`src/rtl/core/i2crm_pkg.sv`:
```
`default_nettype none

package i2crm_pkg;

  // command kinds carried by an input transaction
  localparam logic [1:0] KIND_TICK  = 2'd0;
  localparam logic [1:0] KIND_WRITE = 2'd1;
  localparam logic [1:0] KIND_READ  = 2'd2;

  // completion status codes
  localparam logic [1:0] STATUS_NONE  = 2'd0;
  localparam logic [1:0] STATUS_OK    = 2'd1;
  localparam logic [1:0] STATUS_ABORT = 2'd2;

  // configuration register indexes
  localparam logic CFG_DEVICE_ADDR = 1'b0;
  localparam logic CFG_PHASE_TICKS = 1'b1;

  localparam int CFG_DATA_W = 16;

  localparam logic [6:0]  DEVICE_ADDR_RESET = 7'd104;
  localparam logic [15:0] PHASE_TICKS_RESET = 16'd8;

  // front-to-back queue
  localparam int QUEUE_DEPTH = 4;
  localparam int QPTR_W      = $clog2(QUEUE_DEPTH);
  localparam int QCNT_W      = $clog2(QUEUE_DEPTH + 1);

  typedef struct packed {
    logic [1:0] kind;
    logic [7:0] reg_addr;
    logic [7:0] write_data;
    logic [7:0] read_count;
    logic       sda_in;
  } cmd_t;

  typedef struct packed {
    logic       scl_level;
    logic       sda_level;
    logic       busy_res;
    logic       byte_valid;
    logic [7:0] read_byte;
    logic       last_byte;
    logic [1:0] status;
  } res_t;

  // classified tick as held in the queue
  typedef struct packed {
    logic       is_cmd;
    logic       is_read;
    logic [7:0] reg_addr;
    logic [7:0] write_data;
    logic [7:0] read_count;
    logic       sda;
  } tick_t;

endpackage

`default_nettype wire

```
`src/rtl/core/i2crm_front.sv`:
```
`default_nettype none

module i2crm_front (
  input  wire                 clk,
  input  wire                 rst,
  input  wire                 cmd_valid,
  output logic                cmd_stall,
  input  i2crm_pkg::cmd_t     cmd,
  output logic                head_valid,
  output i2crm_pkg::tick_t    head,
  input  wire                 pop
);

  i2crm_pkg::tick_t                 entries [i2crm_pkg::QUEUE_DEPTH];
  logic [i2crm_pkg::QPTR_W-1:0]     wr_ptr;
  logic [i2crm_pkg::QPTR_W-1:0]     rd_ptr;
  logic [i2crm_pkg::QCNT_W-1:0]     count;
  logic                             push;
  i2crm_pkg::tick_t                 classified;

  localparam logic [i2crm_pkg::QPTR_W-1:0] LAST_PTR =
    i2crm_pkg::QPTR_W'(i2crm_pkg::QUEUE_DEPTH - 1);
  localparam logic [i2crm_pkg::QCNT_W-1:0] FULL_CNT =
    i2crm_pkg::QCNT_W'(i2crm_pkg::QUEUE_DEPTH);

  // kind three is treated like a plain tick
  always_comb begin
    classified.is_cmd     = (cmd.kind == i2crm_pkg::KIND_WRITE) ||
                            (cmd.kind == i2crm_pkg::KIND_READ);
    classified.is_read    = (cmd.kind == i2crm_pkg::KIND_READ);
    classified.reg_addr   = cmd.reg_addr;
    classified.write_data = cmd.write_data;
    classified.read_count = cmd.read_count;
    classified.sda        = cmd.sda_in;
  end

  assign cmd_stall  = (count == FULL_CNT);
  assign push       = cmd_valid && !cmd_stall;
  assign head_valid = (count != '0);
  assign head       = entries[rd_ptr];

  always_ff @(posedge clk) begin
    if (push) begin
      entries[wr_ptr] <= classified;
    end
  end

  always_ff @(posedge clk) begin
    if (rst) begin
      wr_ptr <= '0;
      rd_ptr <= '0;
      count  <= '0;
    end else begin
      if (push) begin
        wr_ptr <= (wr_ptr == LAST_PTR) ? '0 : wr_ptr + 1'b1;
      end
      if (pop) begin
        rd_ptr <= (rd_ptr == LAST_PTR) ? '0 : rd_ptr + 1'b1;
      end
      if (push && !pop) begin
        count <= count + 1'b1;
      end else if (pop && !push) begin
        count <= count - 1'b1;
      end
    end
  end

`ifndef SYNTH
  a_no_underflow: assert property (@(posedge clk) disable iff (rst)
    pop |-> head_valid) else $error("queue popped while empty");
  a_count_bound: assert property (@(posedge clk) disable iff (rst)
    count <= FULL_CNT) else $error("queue count beyond depth");
  a_count_track: assert property (@(posedge clk) disable iff (rst)
    (push && !pop) |=> (count != '0)) else $error("queue count lost a push");
`endif

endmodule

`default_nettype wire

```
`src/rtl/core/i2crm_back.sv`:
```
`default_nettype none

module i2crm_back (
  input  wire                 clk,
  input  wire                 rst,
  input  wire                 head_valid,
  input  i2crm_pkg::tick_t    head,
  output logic                pop,
  input  wire  [6:0]          device_addr,
  input  wire  [15:0]         phase_ticks,
  output logic                res_valid,
  input  wire                 res_stall,
  output i2crm_pkg::res_t     res
);

  localparam logic [3:0] ST_IDLE    = 4'd0;
  localparam logic [3:0] ST_PRESTOP = 4'd1;
  localparam logic [3:0] ST_START1  = 4'd2;
  localparam logic [3:0] ST_CTRLW   = 4'd3;
  localparam logic [3:0] ST_REG     = 4'd4;
  localparam logic [3:0] ST_DATA    = 4'd5;
  localparam logic [3:0] ST_MIDSTOP = 4'd6;
  localparam logic [3:0] ST_START2  = 4'd7;
  localparam logic [3:0] ST_CTRLR   = 4'd8;
  localparam logic [3:0] ST_READ    = 4'd9;
  localparam logic [3:0] ST_FINSTOP = 4'd10;

  logic [3:0]  seq_step,    seq_step_next;
  logic [1:0]  sub_phase,   sub_phase_next;
  logic [15:0] phase_count, phase_count_next;
  logic [3:0]  bit_index,   bit_index_next;
  logic [7:0]  shift_byte,  shift_byte_next;
  logic [7:0]  bytes_left,  bytes_left_next;
  logic [7:0]  held_reg,    held_reg_next;
  logic [7:0]  held_data,   held_data_next;
  logic        is_read,     is_read_next;
  logic        ack_bit,     ack_bit_next;
  logic        failed,      failed_next;
  i2crm_pkg::res_t res_next;

  assign pop = head_valid && (!res_valid || !res_stall);

  always_comb begin
    logic [3:0]  step;
    logic [1:0]  sub;
    logic [15:0] pc;
    logic [3:0]  bi;
    logic [7:0]  sb;
    logic [7:0]  bl;
    logic [7:0]  hr;
    logic [7:0]  hd;
    logic        ir;
    logic        ack;
    logic        fl;
    logic [16:0] len;
    logic [16:0] pc_inc;
    logic        bitstep;
    logic        fin;

    step = seq_step;
    sub  = sub_phase;
    pc   = phase_count;
    bi   = bit_index;
    sb   = shift_byte;
    bl   = bytes_left;
    hr   = held_reg;
    hd   = held_data;
    ir   = is_read;
    ack  = ack_bit;
    fl   = failed;
    res_next = '0;
    res_next.scl_level = 1'b1;
    res_next.sda_level = 1'b1;

    // command is taken only while idle; its tick is the first of the opening stop
    if (step == ST_IDLE && head.is_cmd) begin
      hr   = head.reg_addr;
      hd   = head.write_data;
      bl   = head.read_count;
      ir   = head.is_read;
      fl   = 1'b0;
      ack  = 1'b0;
      step = ST_PRESTOP;
      sub  = 2'd0;
      pc   = '0;
      bi   = '0;
      sb   = '0;
    end

    bitstep = step inside {ST_CTRLW, ST_REG, ST_DATA, ST_CTRLR, ST_READ};
    len     = (phase_ticks == '0) ? 17'd1 : {1'b0, phase_ticks};
    pc_inc  = {1'b0, pc} + 17'd1;
    fin     = (pc_inc >= len);

    if (step != ST_IDLE) begin
      res_next.busy_res = 1'b1;
      if (bitstep) begin
        res_next.scl_level = (sub == 2'd1);
        if (bi >= 4'd8) begin
          res_next.sda_level = (step == ST_READ) ? (bl == 8'd1) : 1'b1;
        end else begin
          res_next.sda_level = (step == ST_READ) ? 1'b1 : sb[7];
        end
      end else if (step == ST_START1 || step == ST_START2) begin
        res_next.scl_level = (sub < 2'd2);
        res_next.sda_level = (sub == 2'd0);
      end else begin
        res_next.scl_level = (sub >= 2'd1);
        res_next.sda_level = (sub == 2'd2);
      end

      pc = fin ? '0 : pc_inc[15:0];

      if (fin) begin
        if (sub == 2'd0) begin
          sub = 2'd1;
        end else if (sub == 2'd1) begin
          sub = 2'd2;
          // SDA sampled at the end of the SCL-high phase
          if (bitstep) begin
            if (bi >= 4'd8) begin
              ack = head.sda;
            end else if (step == ST_READ) begin
              sb = {sb[6:0], head.sda};
              if (bi == 4'd7) begin
                res_next.byte_valid = 1'b1;
                res_next.read_byte  = sb;
                res_next.last_byte  = (bl == 8'd1);
              end
            end
          end
        end else begin
          sub = 2'd0;
          if (bitstep && bi < 4'd8) begin
            bi = bi + 4'd1;
            if (step != ST_READ) begin
              sb = {sb[6:0], 1'b0};
            end
          end else if (bitstep && step != ST_READ) begin
            if (ack) begin
              fl   = 1'b1;
              step = ST_FINSTOP;
            end else begin
              case (step)
                ST_CTRLW: begin
                  step = ST_REG;
                  sb   = hr;
                  bi   = '0;
                end
                ST_REG: begin
                  if (ir) begin
                    step = ST_MIDSTOP;
                  end else begin
                    step = ST_DATA;
                    sb   = hd;
                    bi   = '0;
                  end
                end
                ST_DATA: begin
                  step = ST_FINSTOP;
                end
                default: begin
                  if (bl == 8'd0) begin
                    step = ST_FINSTOP;
                  end else begin
                    step = ST_READ;
                    bi   = '0;
                    sb   = '0;
                  end
                end
              endcase
            end
          end else if (bitstep) begin
            bl = bl - 8'd1;
            bi = '0;
            sb = '0;
            if (bl == 8'd0) begin
              step = ST_FINSTOP;
            end
          end else begin
            case (step)
              ST_PRESTOP: begin
                step = ST_START1;
              end
              ST_START1: begin
                step = ST_CTRLW;
                sb   = {device_addr, 1'b0};
                bi   = '0;
              end
              ST_MIDSTOP: begin
                step = ST_START2;
              end
              ST_START2: begin
                step = ST_CTRLR;
                sb   = {device_addr, 1'b1};
                bi   = '0;
              end
              default: begin
                res_next.status = fl ? i2crm_pkg::STATUS_ABORT : i2crm_pkg::STATUS_OK;
                step = ST_IDLE;
                bi   = '0;
              end
            endcase
          end
        end
      end
    end

    seq_step_next    = step;
    sub_phase_next   = sub;
    phase_count_next = pc;
    bit_index_next   = bi;
    shift_byte_next  = sb;
    bytes_left_next  = bl;
    held_reg_next    = hr;
    held_data_next   = hd;
    is_read_next     = ir;
    ack_bit_next     = ack;
    failed_next      = fl;
  end

  always_ff @(posedge clk) begin
    if (rst) begin
      seq_step    <= ST_IDLE;
      sub_phase   <= '0;
      phase_count <= '0;
      bit_index   <= '0;
      shift_byte  <= '0;
      bytes_left  <= '0;
      held_reg    <= '0;
      held_data   <= '0;
      is_read     <= 1'b0;
      ack_bit     <= 1'b0;
      failed      <= 1'b0;
      res_valid   <= 1'b0;
    end else begin
      if (pop) begin
        seq_step    <= seq_step_next;
        sub_phase   <= sub_phase_next;
        phase_count <= phase_count_next;
        bit_index   <= bit_index_next;
        shift_byte  <= shift_byte_next;
        bytes_left  <= bytes_left_next;
        held_reg    <= held_reg_next;
        held_data   <= held_data_next;
        is_read     <= is_read_next;
        ack_bit     <= ack_bit_next;
        failed      <= failed_next;
        res_valid   <= 1'b1;
      end else if (!res_stall) begin
        res_valid   <= 1'b0;
      end
    end
  end

  always_ff @(posedge clk) begin
    if (pop) begin
      res <= res_next;
    end
  end

`ifndef SYNTH
  a_idle_clean: assert property (@(posedge clk) disable iff (rst)
    (seq_step == ST_IDLE) |-> (bit_index == '0 && sub_phase == '0))
    else $error("idle sequencer with stale bit or phase");
  a_status_busy: assert property (@(posedge clk) disable iff (rst)
    (res_valid && res.status != i2crm_pkg::STATUS_NONE) |-> res.busy_res)
    else $error("status reported outside a transaction");
  a_byte_busy: assert property (@(posedge clk) disable iff (rst)
    (res_valid && res.byte_valid) |-> (res.busy_res && res.scl_level))
    else $error("byte delivered outside an SCL-high read phase");
`endif

endmodule

`default_nettype wire

```
`src/rtl/core/i2c_register_master_core.sv`:
```
`default_nettype none
// An accepted tick is registered first into the tick queue and then into the result
// register; a stalled result channel can hold it in the queue between the two.
// Throughput: one tick per clock while the result channel is not stalled.
// The four-entry queue lets the input side keep taking ticks while results wait.
// Reset (rst, synchronous, high) empties the queue, idles the sequencer, drops
// res_valid, and loads address 104 and an 8-tick phase.

module i2c_register_master_core (
  input  wire                                  clk,
  input  wire                                  rst,
  // tick/command channel
  input  wire                                  cmd_valid,
  output logic                                 cmd_stall,
  input  i2crm_pkg::cmd_t                      cmd,
  // result channel
  output logic                                 res_valid,
  input  wire                                  res_stall,
  output i2crm_pkg::res_t                      res,
  // configuration writes
  input  wire                                  cfg_we,
  input  wire                                  cfg_index,
  input  wire  [i2crm_pkg::CFG_DATA_W-1:0]     cfg_data
);

  logic [6:0]        device_addr;
  logic [15:0]       phase_ticks;
  logic              head_valid;
  i2crm_pkg::tick_t  head;
  logic              pop;

  // Config registers; a write takes effect on the next queued tick. A bus
  // access may still be running, so a phase length cut below the ticks
  // already spent ends the current phase at once.
  always_ff @(posedge clk) begin
    if (rst) begin
      device_addr <= i2crm_pkg::DEVICE_ADDR_RESET;
      phase_ticks <= i2crm_pkg::PHASE_TICKS_RESET;
    end else if (cfg_we) begin
      case (cfg_index)
        i2crm_pkg::CFG_DEVICE_ADDR: device_addr <= cfg_data[6:0];
        i2crm_pkg::CFG_PHASE_TICKS: phase_ticks <= cfg_data[15:0];
        default: ;
      endcase
    end
  end

  // Front: decode the tick kind and buffer it.
  i2crm_front u_front (
    .clk        (clk),
    .rst        (rst),
    .cmd_valid  (cmd_valid),
    .cmd_stall  (cmd_stall),
    .cmd        (cmd),
    .head_valid (head_valid),
    .head       (head),
    .pop        (pop)
  );

  // Back: bus sequencer, one queued tick per step, result register on the way out.
  i2crm_back u_back (
    .clk         (clk),
    .rst         (rst),
    .head_valid  (head_valid),
    .head        (head),
    .pop         (pop),
    .device_addr (device_addr),
    .phase_ticks (phase_ticks),
    .res_valid   (res_valid),
    .res_stall   (res_stall),
    .res         (res)
  );

endmodule

`default_nettype wire
```
`config.mk`:
```
export PLATFORM = sky130hd
export DESIGN_NAME = i2c_register_master_core
export DESIGN_NICKNAME = d
export VERILOG_FILES = /design/src/rtl/core/i2crm_pkg.sv /design/src/rtl/core/i2crm_front.sv /design/src/rtl/core/i2crm_back.sv /design/src/rtl/core/i2c_register_master_core.sv
export SDC_FILE = /design/constraint.sdc
export NUM_CORES = 1
export LEC_CHECK = 0
export BUFFER_PORTS_ARGS = -buffer_cell sky130_fd_sc_hd__buf_2
export CAP_MARGIN = 15
export CORE_AREA = 3 3 139 141
export CTS_BUF_LIST = sky130_fd_sc_hd__clkbuf_16
export CTS_CLUSTER_DIAMETER = 40
export DETAILED_ROUTE_END_ITERATION = 8
export DIE_AREA = 0 0 142 144
export HOLD_SLACK_MARGIN = 0.02
export PLACE_DENSITY = 0.79
export REMOVE_ABC_BUFFERS = 1
export SLEW_MARGIN = 20
export SYNTH_ARGS = -nofsm -noshare
export SYNTH_HDL_FRONTEND = slang
export SYNTH_HIERARCHICAL = 1
export SYNTH_SLANG_ARGS = --single-unit
```
`constraint.sdc`:
```
create_clock -name clk -period 6.7 [get_ports clk]
set_clock_uncertainty 0.15 [all_clocks]
set_input_delay 0.335 -clock clk [delete_from_list [all_inputs] [get_ports clk]]
set_output_delay 0.335 -clock clk [all_outputs]
set_load 0.005 [all_outputs]
```
# After elaboration in Yosys (flattened, before gate mapping)
# Memories as Yosys holds them, arrays and structs flattened. A register that Yosys moved wholly into a read port is not among the register bits.
# Index checks and enable logic that the tools add are counted.
[classes] n_addsub=7 n_lt_le_gt_ge=5 n_eq_ne=20 mux=108 bitwise_logic=7 n_reduce_logical=31
[ops] operator="$mux W8" n=25
[ops] operator="$mux W4" n=22
[ops] operator="$mux W16" n=4
[ops] operator="$mux W10" n=5
[ops] operator="$mux W2" n=19
[ops] operator="$mux W12" n=2
[ops] operator="$pmux W4 S3" n=2
[ops] operator="$pmux W8 S3" n=1
[ops] operator="$mux W1" n=23
[ops] operator="$eq A4 B3 Y1 const B" n=5
[ops] operator="$add A16 B1 Y17 const B" n=1
[ops] operator="$ge A17 B17 Y1" n=1
[ops] operator="$logic_not A16 Y1" n=1
[ops] operator="$logic_not A8 Y1" n=2
[ops] operator="$pmux W4 S4" n=1
[ops] operator="$pmux W8 S2" n=1
[ops] operator="$mux W13" n=1
[ops] operator="$reduce_or A11 Y1" n=1
[ops] operator="$eq A2 B2 Y1 const B" n=4
[ops] operator="$eq A4 B2 Y1 const B" n=2
[ops] operator="$eq A4 B4 Y1 const B" n=2
[ops] operator="$eq A8 B1 Y1 const B" n=1
[ops] operator="$reduce_or A8 Y1" n=1
[ops] operator="$sub A8 B1 Y8 const B" n=1
[ops] operator="other kinds (28)" n=50
[word_totals] reg_bits=107 mem_bits_rw=108 in_bits=49 out_inout_bits=17 word_cells=203 mem_count=1
[mem_list] memory="u_front.entries" words=4 word_bits=27 read_ports=1 rd_clocked_by_memory_dff=1 wr=1 line="i2crm_front.sv:14" source="i2crm_pkg::tick_t entries [i2crm_pkg::QUEUE_DEPTH];"

# Depth between registers and ports, before layout
[logic_depth] depth_word=13 depth_mapped=22 mapped_depth_nobuf=17

# Modules after synthesis
# Netlist, hierarchy kept.
[by_module_without_submodules] module="i2crm_back" n_inst=1 cells_per_inst=705 area_per_inst_um2=5560.3
[by_module_without_submodules] module="i2crm_front" n_inst=1 cells_per_inst=194 area_per_inst_um2=4416.7
[by_module_without_submodules] module="i2c_register_master_core" n_inst=1 cells_per_inst=101 area_per_inst_um2=1049.8

# Worst setup path before layout
# OpenSTA, ideal clock, no wires.
[synth_path] path_type="register -> register" startpoint="register (tool-made name)" endpoint="register u_back.bit_index[3]" setup_time_ps=120 t_arrival_ps=5269 required_ps=6430 path_slack_ps=1162 stages_incl_launch_ff=21 path_buffers=5 period_less_slack_ps=5538 path_cell_list="dfxtp_1 > buf_6 > mux4_2 > nand2_1 > clkbuf_1 > buf_1 > and2_1 > ha_1 > and3_1 > buf_2 > nand3_4 > or4b_2 > xor2_1 > ha_1 > a21o_1 > a221o_1 > or4_4 > buf_2 > nand2_1 > nor3_1 > a211o_1"
[synth_rtl] item="end signal: assignment" line="i2crm_back.sv:241" source="bit_index <= bit_index_next;"
[synth_rtl] item="end: declaration" line="i2crm_back.sv:31" source="logic [3:0] bit_index, bit_index_next;"

# Worst setup path in the final report
[layout_path] startpoint="register u_back.seq_step[2]" endpoint="register u_back.failed"
[layout_between] elab_chain_len=12
[layout_lines] item="start: declaration" line="i2crm_back.sv:28" source="logic [3:0] seq_step, seq_step_next;"
[layout_lines] item="start signal: assignment" line="i2crm_back.sv:238" source="seq_step <= seq_step_next;"
[layout_lines] item="branches (longest 11 deep; another with $add A16 B1 Y17)"
[layout_lines] item="$mux W1 (*)" line="i2crm_back.sv:95" source="if (step != ST_IDLE) begin"
[layout_lines] item="end signal: assignment" line="i2crm_back.sv:248" source="failed <= failed_next;"
[layout_lines] item="end: declaration" line="i2crm_back.sv:38" source="logic failed, failed_next;"
# Every way passes the cells marked *.
# A chain may end at the register's enable or synchronous reset.

==> summary.md <==
| Metric | Value |
|---|---|
| Synthesis Warnings | 6 |
| Max Cap Viol | 0 |
| Slowest CP cell | dfxtp_1 |
| Largest net degree at the start of global routing | 66 |
| Area after DPL | 0.0114 mm^2 |
| Vias/cell | 6.21 |
| Register area share after synthesis | 50.6% |
| Commonest cells after routing, fill and taps aside | edfxtp_1, nand2_1, dfxtp_1, a21oi_1, buf_2 |
| DRC Markers | 0 |
| Fin crit share | 81.8% |
| CP peak stage delay | 0.87 ns |
| First-pass GRT wire length | 41,800 um |
| WP data required | 6.96 ns |
| Die X | 142 um |
| Max VDD drop | 0.268 mV |
| Diodes inserted | 0 |
| Max reg flops | 108 |
| Starting density of the core | 61.0% |
| Final Setup Violations | 0 |
| Min-delay worst type | input port to flip-flop |
| Top Registers | u_front/entries: 108 flops, phase_ticks: 16 flops, u_back/phase_count: 16 flops |
| Cells after synthesis | 1,000 |
| Top cells by area, synth | edfxtp_1, dfxtp_1, mux4_2 |
| Post-route minimum period | 5.48 ns |
| Post-CTS setup buffers | 0 |
| DP HPWL | 16,200 um |
| Vias in the first global route | 7,965 |
| Kind of end point of the critical path | flip-flop |
| # fillers | 1,237 |
| Hold Startpoint | cmd[26] |
| CTS tree | built |
| Area of the multi-input gates | 0.00493 mm^2 |
| Fmax | 183 MHz |
| RR Startpoint | u_back/seq_step[2] |
| Tot Pwr | 4.83 mW |
| Total CTS buffers | 29 |
| Gr usage total | 25.5% |
| R2R setup slack | 1.22 ns |
| Fin nets | 1,161 |
| Reg area | 0.00558 mm^2 |
| Hold EP | u_front/entries[2][25] |
| Met3 WL post-DR | 1790 um |
| Final hold vios | 0 |
| Worst hold path stage count | 2 |
| Worst Reg-to-Reg Cells | 16 |
| H-tree Lvls | 1 |
| Worst r2r dst | u_back/failed |
| Routed via count | 8,279 |
| Cell area after synthesis | 0.0110 mm^2 |
| Port buffer count | 65 |
| Status | complete, no violations |
| RD Place Congestion | 0.945 |
| Final ANT Viol Nets | 0 |
| Crit Path Category | flip-flop to flip-flop |
| Post-route setup slack | 1.22 ns |
| Core area | 0.0181 mm^2 |
| Setup Slack @ Placement | 1.29 ns |
| Post-CTS Resized | 0 |
| Critical Path, Cell by Cell | nor4_2 -> nand2_1 -> and2_1 -> ha_1 -> and3_1 -> nand3_4 -> or4b_2 -> xor2_1 -> ha_1 -> a21o_1 -> a221o_1 -> nor4_4 -> buf_4 -> nor2_1 -> a32oi_1 -> nor2_1 |
| Synth Register Bits | 217 |
| Post-route cell area | 0.0128 mm^2 |
| Clock Path Buffers | 3 |
| Crit Path Max Fanout | 22 |
| TritonRoute pass-1 iters | 5 |
| FP Rows | 49 |
| Clock sinks | 217 |
| Iteration-0 DRC Markers | 943 |
| PwrDens | 377 mW/mm^2 |
| Prevailing post-synth register cell | edfxtp_1 |
| Area leader, netlist | edfxtp_1 |
| Initial antenna violation count | 0 |
| Crit path launch type | flip-flop |
| Die Area | 0.0204 mm^2 |
| Metal2 WL | 12,600 um |
| P&R area growth vs syn | 16.2% |
| Clock slew at reported path FFs | 0.06 ns |
| Biggest register | u_front/entries |
| CP arrival | 5.73 ns |
| Die Y | 144 um |
| Post-Route M1 WL | 10,800 um |
| Worst skew pair latency | 0.54 ns |
| Worst slew pin tran | 1.00 ns |
| Hold buffer count at cts | 43 |
| Netlist cell types | 95 |
| # IOs | 66 |
| Area share of the largest cell type after synthesis | 33.5% |
| Most common cell after layout, fill and taps aside | edfxtp_1 |
| Setup TNS Final | 0 ns |
| Total grt overflow | 0 |
| Number of flops mapped to enable cells by yosys | 123 |
| P_leak | 4.70 nW |
| Final Max Slew Viols | 0 |
| Layout cells sized above 1 | 17.3% |
| Post-synthesis average cell area | 11.0 um^2 |
| Detailed Route WL | 25,900 um |
| Unrepaired setup endpoints after global routing | false |
| Highest routing layer actually used | met4 |
| FFs w/ async S/R, synth | 0% |
| Rel. slew slack | 33.0% |
| CTS root buffer | clkbuf_16 |
| Routed WL per cell | 19.5 um |
==> layer usage <==
| metal | global-route usage [%] | up-vias |
|---|---|---|
| li1 | - | 3920 |
| met3 | 3.84 | 57 |
| met5 | 0 | - |
| met4 | 7.68 | 0 |
| met1 | 35.3 | 3944 |
| met2 | 42.3 | 358 |
==> worst max-delay path: cells and delay by family (launching register included) <==
family                   cells  cell delay, ns
AND/OR/NAND/NOR              9            2.48
flip-flops                   1            0.87
AO/OA/AOI/OAI                3            0.82
adder cells (fa/ha/maj)      2            0.49
buffers and inverters        1            0.34
XOR/XNOR                     1            0.19
==> worst max path at each step <==
stage | end | startpoint
global route | u_back/failed | u_back/seq_step[2]
CTS | u_back/failed | u_back/seq_step[2]
detailed placement | u_back/failed | u_back/seq_step[2]
floorplan | u_back/bytes_left[4] | flip-flop
global placement | u_back/failed | u_back/seq_step[2]
finish | u_back/failed | u_back/seq_step[2]
==> synthesized netlist by cell type, types with 4 or more instances <==
master    number
a211oi_1       7
a21bo_1        8
a21o_1         5
a21oi_1       66
a21oi_2        8
a221o_1        5
a221oi_1       5
a22oi_1       13
a31o_1         5
a31oi_1        7
and2_1        13
and3_1         9
buf_1          4
buf_2         21
buf_4          4
buf_6          8
clkbuf_1      31
dfxtp_1       94
edfxtp_1     123
ha_1          29
inv_1         35
mux2i_1       31
mux4_2        27
nand2_1       99
nand2b_1      15
nand3_1       44
nand4_1        7
nor2_1        64
nor3_1        25
nor3b_1        6
nor4_1         6
nor4b_1        4
nor4b_2        4
o21a_1         4
o21ai_0       26
o21ai_1        4
o221ai_1       4
o22ai_1        5
o31ai_1        4
or3_1         10
or4_1          4
xnor2_1       11
xor2_1        13
==> logic make-up after synthesis <==
logic type | synth area share (%)
mux | 8.53
fa+ha+maj | 3.56
simple gates | 16.5
flops | 50.6
compound gates | 14.1
buf+inv | 4.88
xor+xnor | 1.91
==> metrics by stage <==
stage	util (%)	cells	hold WS (ns)
after floorplan	-	930	0.247
after global placement	62.9	1237	0.294
after detailed placement	62.9	1237	0.300
after CTS	70.8	1334	0.0372
after global routing	70.8	1334	0.0763
final	70.8	1334	0.0562
==> layout make-up <==
class / count / share of cell area, %
Tap cell: 229 / 2.24
Timing Repair Buffer: 121 / 6.68
Sequential cell: 217 / 43.5
Multi-Input combinational cell: 675 / 38.5
Clock inverter: 19 / 0.967
Clock buffer: 35 / 6.84
Inverter: 38 / 1.26
==> power by group <==
| part | switching [mW] | internal (mW) |
|---|---|---|
| Sequential | 0.121 | 1.63 |
| Combinational | 0.980 | 0.568 |
| Clock | 0.567 | 0.965 |
| Total | 1.67 | 3.16 |
Note: power is estimated with default switching activity, not from simulation.
